[config.mk]
export PLATFORM = sky130hd
export DESIGN_NAME = lru_writeback_block_cache_directory
export DESIGN_NICKNAME = d
export VERILOG_FILES = /design/src/rtl/core/lwbcd_pkg.sv /design/src/rtl/core/lwbcd_ctrl.sv /design/src/rtl/core/lwbcd_dp.sv /design/src/rtl/core/lru_writeback_block_cache_directory.sv
export SDC_FILE = /design/constraint.sdc
export NUM_CORES = 2
export LEC_CHECK = 0
export ABC_AREA = 1
export BUFFER_PORTS_ARGS = -buffer_cell sky130_fd_sc_hd__buf_4
export CORE_MARGIN = 1
export CORE_UTILIZATION = 45
export CTS_CLUSTER_DIAMETER = 60
export CTS_CLUSTER_SIZE = 24
export DETAILED_ROUTE_END_ITERATION = 8
export HOLD_SLACK_MARGIN = 0.06
export PLACE_DENSITY_LB_ADDON = 0.1
export RECOVER_POWER = 50
export SETUP_SLACK_MARGIN = 0.3
export SLEW_MARGIN = 20
export SYNTH_ARGS = -nofsm -noshare
export SYNTH_HDL_FRONTEND = slang
export SYNTH_SLANG_ARGS = --single-unit
[constraint.sdc]
create_clock -name clk -period 4.78 [get_ports clk]
set_input_delay 1.195 -clock clk [delete_from_list [all_inputs] [get_ports clk]]
set_output_delay 1.195 -clock clk [all_outputs]
set_load 0.01 [all_outputs]
[src/rtl/core/lwbcd_pkg.sv]
package lwbcd_pkg;

  localparam int SLOT_COUNT = 40;
  localparam int SLOT_W     = (SLOT_COUNT > 1) ? $clog2(SLOT_COUNT) : 1;
  localparam int IDX_W      = 6;
  localparam int TAG_W      = 31;
  localparam int STAMP_W    = 32;
  localparam int CMD_W      = 3;

  typedef enum logic [CMD_W-1:0] {
    CMD_FETCH = 3'd0,
    CMD_ALLOC = 3'd1,
    CMD_MARK  = 3'd2,
    CMD_PIN   = 3'd3,
    CMD_FLUSH = 3'd4
  } cmd_t;

  typedef enum logic [1:0] {
    ST_IDLE,
    ST_SCAN,
    ST_TAIL,
    ST_COMMIT
  } state_t;

  typedef struct packed {
    logic load;
    logic mark;
    logic pin;
    logic flush_empty;
    logic issue;
    logic commit;
  } dp_cmd_t;

  typedef struct packed {
    logic any_dirty;
    logic scan_end;
    logic op_flush;
  } dp_stat_t;

endpackage

[src/rtl/core/lwbcd_ctrl.sv]
module lwbcd_ctrl (
  input  logic                       clk,
  input  logic                       rst,
  input  logic                       start,
  input  logic [lwbcd_pkg::CMD_W-1:0] cmd,
  input  lwbcd_pkg::dp_stat_t        stat,
  output lwbcd_pkg::dp_cmd_t         ctl,
  output logic                       busy
);

  lwbcd_pkg::state_t state;
  lwbcd_pkg::state_t state_next;

  always_ff @(posedge clk) begin
    if (rst) begin
      state <= lwbcd_pkg::ST_IDLE;
    end else begin
      state <= state_next;
    end
  end

  always_comb begin
    state_next = state;
    unique case (state)
      lwbcd_pkg::ST_IDLE: begin
        if (start) begin
          unique case (cmd)
            lwbcd_pkg::CMD_FETCH, lwbcd_pkg::CMD_ALLOC: state_next = lwbcd_pkg::ST_SCAN;
            lwbcd_pkg::CMD_FLUSH: begin
              if (stat.any_dirty) state_next = lwbcd_pkg::ST_SCAN;
            end
            default: state_next = lwbcd_pkg::ST_IDLE;
          endcase
        end
      end
      lwbcd_pkg::ST_SCAN: begin
        if (stat.scan_end) state_next = lwbcd_pkg::ST_TAIL;
      end
      lwbcd_pkg::ST_TAIL: begin
        state_next = stat.op_flush ? lwbcd_pkg::ST_IDLE : lwbcd_pkg::ST_COMMIT;
      end
      lwbcd_pkg::ST_COMMIT: state_next = lwbcd_pkg::ST_IDLE;
    endcase
  end

  always_comb begin
    ctl  = '0;
    busy = (state != lwbcd_pkg::ST_IDLE);
    unique case (state)
      lwbcd_pkg::ST_IDLE: begin
        if (start) begin
          unique case (cmd)
            lwbcd_pkg::CMD_FETCH, lwbcd_pkg::CMD_ALLOC: ctl.load = 1'b1;
            lwbcd_pkg::CMD_MARK: ctl.mark = 1'b1;
            lwbcd_pkg::CMD_PIN:  ctl.pin  = 1'b1;
            lwbcd_pkg::CMD_FLUSH: begin
              ctl.load        = stat.any_dirty;
              ctl.flush_empty = !stat.any_dirty;
            end
            default: ctl = '0;
          endcase
        end
      end
      lwbcd_pkg::ST_SCAN:   ctl.issue  = 1'b1;
      lwbcd_pkg::ST_TAIL:   ctl = '0;
      lwbcd_pkg::ST_COMMIT: ctl.commit = 1'b1;
    endcase
  end

endmodule

[src/rtl/core/lwbcd_dp.sv]
module lwbcd_dp (
  input  logic                          clk,
  input  logic                          rst,
  input  lwbcd_pkg::dp_cmd_t            ctl,
  output lwbcd_pkg::dp_stat_t           stat,
  input  logic [lwbcd_pkg::CMD_W-1:0]   cmd,
  input  logic [lwbcd_pkg::TAG_W-1:0]   block_id,
  input  logic [lwbcd_pkg::IDX_W-1:0]   slot_index,
  output logic                          result_strobe,
  output logic [lwbcd_pkg::IDX_W-1:0]   slot,
  output logic                          hit,
  output logic                          fill_needed,
  output logic                          writeback_valid,
  output logic [lwbcd_pkg::TAG_W-1:0]   writeback_block,
  output logic [lwbcd_pkg::TAG_W-1:0]   placed_block,
  output logic                          last
);

  localparam int N  = lwbcd_pkg::SLOT_COUNT;
  localparam int SW = lwbcd_pkg::SLOT_W;
  localparam int IW = lwbcd_pkg::IDX_W;
  localparam int TW = lwbcd_pkg::TAG_W;
  localparam int MW = lwbcd_pkg::STAMP_W;

  logic [TW-1:0] tag_mem   [N];
  logic [MW-1:0] stamp_mem [N];

  logic [N-1:0]  valid;
  logic [N-1:0]  dirty;
  logic          pin_v;
  logic [IW-1:0] pin_slot;
  logic [MW-1:0] counter;
  logic [MW-1:0] counter_next;

  logic          op_fetch;
  logic          op_flush;
  logic [TW-1:0] blk;
  logic [SW-1:0] cnt;
  logic          eval_v;
  logic [SW-1:0] eval_idx;
  logic [TW-1:0] rd_tag;
  logic [MW-1:0] rd_stamp;

  logic          hit_found;
  logic [SW-1:0] hit_idx;
  logic          free_found;
  logic [SW-1:0] free_idx;
  logic          found;
  logic [MW-1:0] best;
  logic [SW-1:0] vic_idx;
  logic [TW-1:0] vic_tag;
  logic          have_unp;
  logic [SW-1:0] fu_idx;
  logic [TW-1:0] fu_tag;

  logic [N-1:0]  vd;
  logic [N-1:0]  above;
  logic          e_valid;
  logic          e_pinned;
  logic          flush_hit;
  logic [SW-1:0] v_idx;
  logic [TW-1:0] v_tag;
  logic          v_wb;
  logic [SW-1:0] w_idx;
  logic          idx_ok;

  logic          emit;
  logic [IW-1:0] r_slot;
  logic          r_hit;
  logic          r_fill;
  logic          r_wbv;
  logic [TW-1:0] r_wbb;
  logic [TW-1:0] r_placed;
  logic          r_last;

  assign vd            = valid & dirty;
  assign counter_next  = counter + 1'b1;
  assign e_valid       = valid[eval_idx];
  assign e_pinned      = pin_v && (pin_slot == IW'(eval_idx));
  assign flush_hit     = eval_v && op_flush && vd[eval_idx];
  assign idx_ok        = ({1'b0, slot_index} < (IW + 1)'(N));

  assign stat.any_dirty = |vd;
  assign stat.scan_end  = (cnt == SW'(N - 1));
  assign stat.op_flush  = op_flush;

  always_comb begin
    for (int j = 0; j < N; j++) begin
      above[j] = (SW'(j) > eval_idx);
    end
  end

  // victim: first empty slot, else oldest unpinned, else first unpinned
  always_comb begin
    if (free_found) begin
      v_idx = free_idx;
      v_tag = fu_tag;
    end else if (found) begin
      v_idx = vic_idx;
      v_tag = vic_tag;
    end else begin
      v_idx = fu_idx;
      v_tag = fu_tag;
    end
    v_wb  = valid[v_idx] && dirty[v_idx];
    w_idx = hit_found ? hit_idx : v_idx;
  end

  always_comb begin
    emit     = 1'b0;
    r_slot   = '0;
    r_hit    = 1'b0;
    r_fill   = 1'b0;
    r_wbv    = 1'b0;
    r_wbb    = '0;
    r_placed = '0;
    r_last   = 1'b0;
    priority if (ctl.mark || ctl.pin) begin
      emit   = 1'b1;
      r_slot = slot_index;
      r_last = 1'b1;
    end else if (ctl.flush_empty) begin
      emit   = 1'b1;
      r_last = 1'b1;
    end else if (flush_hit) begin
      emit   = 1'b1;
      r_slot = IW'(eval_idx);
      r_wbv  = 1'b1;
      r_wbb  = rd_tag;
      r_last = ~|(vd & above);
    end else if (ctl.commit) begin
      emit     = 1'b1;
      r_placed = blk;
      r_last   = 1'b1;
      if (hit_found) begin
        r_slot = IW'(hit_idx);
        r_hit  = 1'b1;
      end else begin
        r_slot = IW'(v_idx);
        r_fill = op_fetch;
        r_wbv  = v_wb;
        r_wbb  = v_wb ? v_tag : '0;
      end
    end
  end

  // control state
  always_ff @(posedge clk) begin
    if (rst) begin
      valid         <= '0;
      dirty         <= '0;
      pin_v         <= 1'b0;
      pin_slot      <= '0;
      counter       <= '0;
      cnt           <= '0;
      eval_v        <= 1'b0;
      result_strobe <= 1'b0;
    end else begin
      result_strobe <= emit;
      eval_v        <= ctl.issue;
      if (ctl.load) begin
        cnt <= '0;
      end else if (ctl.issue) begin
        cnt <= cnt + 1'b1;
      end
      if (ctl.mark && idx_ok && valid[slot_index[SW-1:0]]) begin
        dirty[slot_index[SW-1:0]] <= 1'b1;
      end
      if (ctl.pin) begin
        pin_v    <= 1'b1;
        pin_slot <= slot_index;
      end
      if (flush_hit) begin
        dirty[eval_idx] <= 1'b0;
      end
      if (ctl.commit) begin
        counter <= counter_next;
        if (!hit_found) begin
          valid[v_idx] <= 1'b1;
          dirty[v_idx] <= !op_fetch;
        end
      end
    end
  end

  // scan datapath
  always_ff @(posedge clk) begin
    eval_idx <= cnt;
    if (ctl.load) begin
      op_fetch   <= (cmd == lwbcd_pkg::CMD_FETCH);
      op_flush   <= (cmd == lwbcd_pkg::CMD_FLUSH);
      blk        <= block_id;
      hit_found  <= 1'b0;
      free_found <= 1'b0;
      found      <= 1'b0;
      have_unp   <= 1'b0;
      best       <= '1;
    end else if (eval_v && !op_flush) begin
      if (op_fetch && e_valid && (rd_tag == blk) && !hit_found) begin
        hit_found <= 1'b1;
        hit_idx   <= eval_idx;
      end
      if (!e_valid) begin
        if (!free_found) begin
          free_found <= 1'b1;
          free_idx   <= eval_idx;
        end
      end else if (!e_pinned) begin
        if (!have_unp) begin
          have_unp <= 1'b1;
          fu_idx   <= eval_idx;
          fu_tag   <= rd_tag;
        end
        if (rd_stamp < best) begin
          found   <= 1'b1;
          best    <= rd_stamp;
          vic_idx <= eval_idx;
          vic_tag <= rd_tag;
        end
      end
    end
  end

  always_ff @(posedge clk) begin
    if (ctl.issue) begin
      rd_tag   <= tag_mem[cnt];
      rd_stamp <= stamp_mem[cnt];
    end
    if (ctl.commit && !hit_found) begin
      tag_mem[v_idx] <= blk;
    end
    if (ctl.commit) begin
      stamp_mem[w_idx] <= counter_next;
    end
  end

  always_ff @(posedge clk) begin
    if (emit) begin
      slot            <= r_slot;
      hit             <= r_hit;
      fill_needed     <= r_fill;
      writeback_valid <= r_wbv;
      writeback_block <= r_wbb;
      placed_block    <= r_placed;
      last            <= r_last;
    end
  end

endmodule

[src/rtl/core/lru_writeback_block_cache_directory.sv]
// Channel   Handshake                    Fields
// command   start, busy (start & !busy)  cmd, block_id, slot_index
// result    result_strobe (one cycle)    slot, hit, fill_needed, writeback_valid,
//                                        writeback_block, placed_block, last
//
// Fetch and alloc walk the directory one slot per cycle through the single
// read port of the tag/stamp memories. Mark-dirty, pin and an empty flush
// are answered from the idle state without a walk; a flush with dirty slots
// walks the directory and gives one result per dirty slot.
// Reset is synchronous; valid, dirty, pin and use counter clear at once.
// Results cannot be held off: each one shows for exactly one cycle.
module lru_writeback_block_cache_directory (
  input  logic                          clk,
  input  logic                          rst,
  input  logic                          start,
  output logic                          busy,
  input  logic [lwbcd_pkg::CMD_W-1:0]   cmd,
  input  logic [lwbcd_pkg::TAG_W-1:0]   block_id,
  input  logic [lwbcd_pkg::IDX_W-1:0]   slot_index,
  output logic                          result_strobe,
  output logic [lwbcd_pkg::IDX_W-1:0]   slot,
  output logic                          hit,
  output logic                          fill_needed,
  output logic                          writeback_valid,
  output logic [lwbcd_pkg::TAG_W-1:0]   writeback_block,
  output logic [lwbcd_pkg::TAG_W-1:0]   placed_block,
  output logic                          last
);

  lwbcd_pkg::dp_cmd_t  ctl;
  lwbcd_pkg::dp_stat_t stat;

  lwbcd_ctrl u_ctrl (
    .clk   (clk),
    .rst   (rst),
    .start (start),
    .cmd   (cmd),
    .stat  (stat),
    .ctl   (ctl),
    .busy  (busy)
  );

  lwbcd_dp u_dp (
    .clk             (clk),
    .rst             (rst),
    .ctl             (ctl),
    .stat            (stat),
    .cmd             (cmd),
    .block_id        (block_id),
    .slot_index      (slot_index),
    .result_strobe   (result_strobe),
    .slot            (slot),
    .hit             (hit),
    .fill_needed     (fill_needed),
    .writeback_valid (writeback_valid),
    .writeback_block (writeback_block),
    .placed_block    (placed_block),
    .last            (last)
  );

endmodule

==> qor.tcl <==
set qor(chipWidth_um) 514
set qor(drt-vias-per-instance) 5.92
set qor(cts-htree-levels) 4
set qor(post-layout-total-power_mw) 52.2
set qor(timing.hold.worst_path_depth) 2
set qor(achievable-frequency_mhz) 222
set qor(yosysUniqueCellTypes) 51
set qor(final_core_utilization_pct) 50.7
set qor(placed_area_mm2) 0.125
set qor(slew-limit-headroom_pct) -145
set qor(power.ir.vdd_worst_mv) 0.340
set qor(multi_input_area_mm2) 0.0281
set qor(ctsLongestPathBuffers) 4
set qor(via_count_of_the_first_global_routing_pass) 75000
set qor(fin_worst_hold_slack_ns) 0.462
set qor(leakage_nw) 43.7
set qor(inserted_clock_buffers) 213
set qor(finalCritPeriodShare_pct) 94.4
set qor(placementRows) 187
set qor(gpl.final_weighted_congestion) 1.01
set qor(io_pins) 117
set qor(grt_pass1_wl_um) 560000
set qor(hold_violations) 0
set qor(antenna_found_initial) 20
set qor(register_area_mm2) 0.0867
set qor(tritoncts_clock_tree) {done}
set qor(maxSlewViolCount) 1982
set qor(grt.overflow.total) 0
set qor(worst_hold_path_type) {register to register}
set qor(cts.root.buffer_cell) {sky130_fd_sc_hd__clkbuf_16}
set qor(synthCells) 9578
set qor(placed_insts) 12900
set qor(startpoint_of_the_lowest_slack_register_to_register_path) {u_dp.blk[11]$_DFFE_PP_}
set qor(path_max_fanout) 42
set qor(violations) {max-capacitance violations, max-slew violations}
set qor(die_h_um) 514
set qor(drt_drc_violations_left) 0
set qor(status) {finished with violations}
set qor(post-route-min-period_ns) 4.51
set qor(detail_route.first_pass.iterations) 5
set qor(clk_transition_reported_paths_ns) 0.08
set qor(detailedPlacementHpwl_um) 242000
set qor(numPortBuffers) 116
set qor(timing.reg2reg.worst_path_depth) 9
set qor(seq_cells_post_synth) 2945
set qor(insertion_delay_to_the_later_sink_of_the_worst_skew_pair_ns) 0.93
set qor(min_to) {u_dp.best[2]$_SDFFE_PP1P_}
set qor(wl_um) 397000
set qor(rrSetupSlack_ns) 0.27
set qor(post_cts.resized_instances) 0
set qor(worstSetupStartpointType) {register}
set qor(setup-violations-final) 0
set qor(layout_commonest_cell) {sky130_fd_sc_hd__edfxtp_1}
set qor(final_nets) 9720
set qor(drt-wirelength-per-cell_um) 29.8
set qor(synth_top_flop_cell) {sky130_fd_sc_hd__edfxtp_1}
set qor(synth_area_mm2) 0.118
set qor(ys_seq_area_share_pct) 73.6
set qor(synth_top_cells_by_area) {sky130_fd_sc_hd__edfxtp_1, sky130_fd_sc_hd__o21ai_0, sky130_fd_sc_hd__nor2_1}
set qor(setup-tns-final_ns) 0
set qor(crit_start) {u_dp.blk[11]$_DFFE_PP_}
set qor(placement.setup.worst_slack_ns) 0.659
set qor(mapped_nets) 9654
set qor(ctsHoldBuffers) 0
set qor(mostFrequentLayoutCells) {sky130_fd_sc_hd__edfxtp_1, sky130_fd_sc_hd__nor2_1, sky130_fd_sc_hd__o21ai_0}
set qor(share_of_synthesized_registers_carrying_an_async_set_or_reset_pct) 0
set qor(layoutNonFillerInstCount) 13300
set qor(worstPathArrival_ns) 5.05
set qor(max_cap_violations) 49
set qor(endpoint_kind) {register}
set qor(worst-setup-path-type) {register to register}
set qor(core_area_mm2) 0.260
set qor(grt_setup_unrepaired) {false}
set qor(synth_top_cell_by_area) {sky130_fd_sc_hd__edfxtp_1}
set qor(syn_area_per_cell_um2) 12.3
set qor(power_per_cell_area_mw_per_mm2) 396
set qor(die_area_mm2) 0.264
set qor(drive_above_1_share_pct) 8.56
set qor(netlist.area_leader.share_pct) 70.7
set qor(yosys_warns) 0
set qor(regToRegEndpoint) {u_dp.hit_idx[3]$_DFFE_PP_}
set qor(cts.sink_count) 2945
set qor(drt_iter0_drc) 8349
set qor(detailroute.via_count) 78900
set qor(max_slew.worst_pin.slew_ns) 3.67
set qor(grt_usage_pct) 29.5
set qor(grt_max_degree) 189
set qor(finalClockSkew_ns) 0.0870
set qor(fillcell_total) 22700
set qor(synth_enable_flop_cells) 2774
set qor(ant_nets) 0
set qor(initial_core_util_pct) 45.3
set qor(hold_path_startpoint) {u_dp.best[2]$_SDFFE_PP1P_}
set qor(area_growth_syn_to_layout_pct) 11.7
set qor(post-cts-setup-buffers) 0
set qor(critPathRequiredTime_ns) 5.32
set qor(final.setup.worst_slack_ns) 0.268
set qor(cell_area_after_layout_mm2) 0.132
## cells by family after synthesis
| family | Yosys count | synth area share, % |
|---|---|---|
| xor gates and xnor gates | 36 | 0.267 |
| adders and majority gates | 33 | 0.350 |
| muxes | 31 | 0.263 |
| and+or+nand+nor | 3066 | 10.5 |
| DFF | 2945 | 73.6 |
| buffers and inverters | 976 | 3.21 |
| AOI/OAI and AO/OA | 2491 | 11.8 |
## sequential cells by signal, indices dropped and copies added (netlist names), 31 cells and up
name / cells
u_dp.stamp_mem: 1280
u_dp.placed_block: 31
u_dp.valid: 40
u_dp.rd_stamp: 32
u_dp.fu_tag: 31
u_dp.blk: 31
u_dp.counter: 32
u_dp.rd_tag: 31
u_dp.tag_mem: 1240
u_dp.best: 32
u_dp.vic_tag: 31
u_dp.writeback_block: 31
u_dp.dirty: 40
## layout make-up
class,instances,share of cell area (%)
diodes,10,0.0190
inverters,369,1.07
well taps,3496,3.32
clock buffers,230,4.18
repair buffers,458,2.71
clock inverters,158,1.46
flip-flops and latches,2945,65.9
multi-input cells,5657,21.4
## routing by layer
metal  vias up  GRT usage (%)  routed length, um
li1      35200              -                  -
met1     40200           40.1             164000
met2      3003           49.0             192000
met3       573           3.31              25200
met4         6           10.7              16100
met5         -              0                 54
## synth_stat cells, types with 14 or more instances
library cell and instances:
sky130_fd_sc_hd__inv_1 351, sky130_fd_sc_hd__mux2i_1 31, sky130_fd_sc_hd__ha_1 33, sky130_fd_sc_hd__nand4_1 44
sky130_fd_sc_hd__o21ai_0 1407, sky130_fd_sc_hd__nand2_1 766, sky130_fd_sc_hd__xor2_1 33, sky130_fd_sc_hd__clkbuf_1 499
sky130_fd_sc_hd__inv_2 14, sky130_fd_sc_hd__nor2_1 1705, sky130_fd_sc_hd__nand3_1 463, sky130_fd_sc_hd__nor4_1 21
sky130_fd_sc_hd__o211ai_1 101, sky130_fd_sc_hd__nor3_1 31, sky130_fd_sc_hd__a21oi_1 277, sky130_fd_sc_hd__buf_2 54
sky130_fd_sc_hd__o22ai_1 544, sky130_fd_sc_hd__o221ai_1 119, sky130_fd_sc_hd__dfxtp_1 171, sky130_fd_sc_hd__buf_1 43
sky130_fd_sc_hd__o21ai_1 15, sky130_fd_sc_hd__edfxtp_1 2774
## worst max-delay path, stage by stage (launching register included)
cell and delay [ns]:
sky130_fd_sc_hd__edfxtp_1 0.34, sky130_fd_sc_hd__clkbuf_1 1.68, sky130_fd_sc_hd__o22ai_1 0.21, sky130_fd_sc_hd__a211oi_1 0.32, sky130_fd_sc_hd__nand2_1 0.09, sky130_fd_sc_hd__nor4_1 0.20, sky130_fd_sc_hd__nand3_1 0.20, sky130_fd_sc_hd__nor2_1 0.55
sky130_fd_sc_hd__nand3b_1 0.19, sky130_fd_sc_hd__inv_1 0.27
## power by group
part           switching [mW]  total [mW]  internal [mW]  leakage [nW]
clock                    10.1        19.6           9.50          3.59
sequential              0.171        28.2           28.0          26.9
combinational            3.25        4.40           1.15          13.2
## worst max path at each step
stage / to / slack, ns / cells after the start
5_1_grt: u_dp.rd_stamp[12]$_DFFE_PP_ / 0.17 / 9
3_5_place_dp: u_dp.stamp_mem[39][31]$_DFFE_PP_ / 0.66 / 7
4_1_cts: u_dp.stamp_mem[39][30]$_DFFE_PP_ / 0.63 / 7
2_1_floorplan: u_dp.stamp_mem[32][0]$_DFFE_PP_ / -0.33 / 8
6_report: u_dp.hit_idx[3]$_DFFE_PP_ / 0.27 / 9
3_3_place_gp: u_dp.stamp_mem[35][10]$_DFFE_PP_ / 0.13 / 5
(Power assumes the default switching activity.)
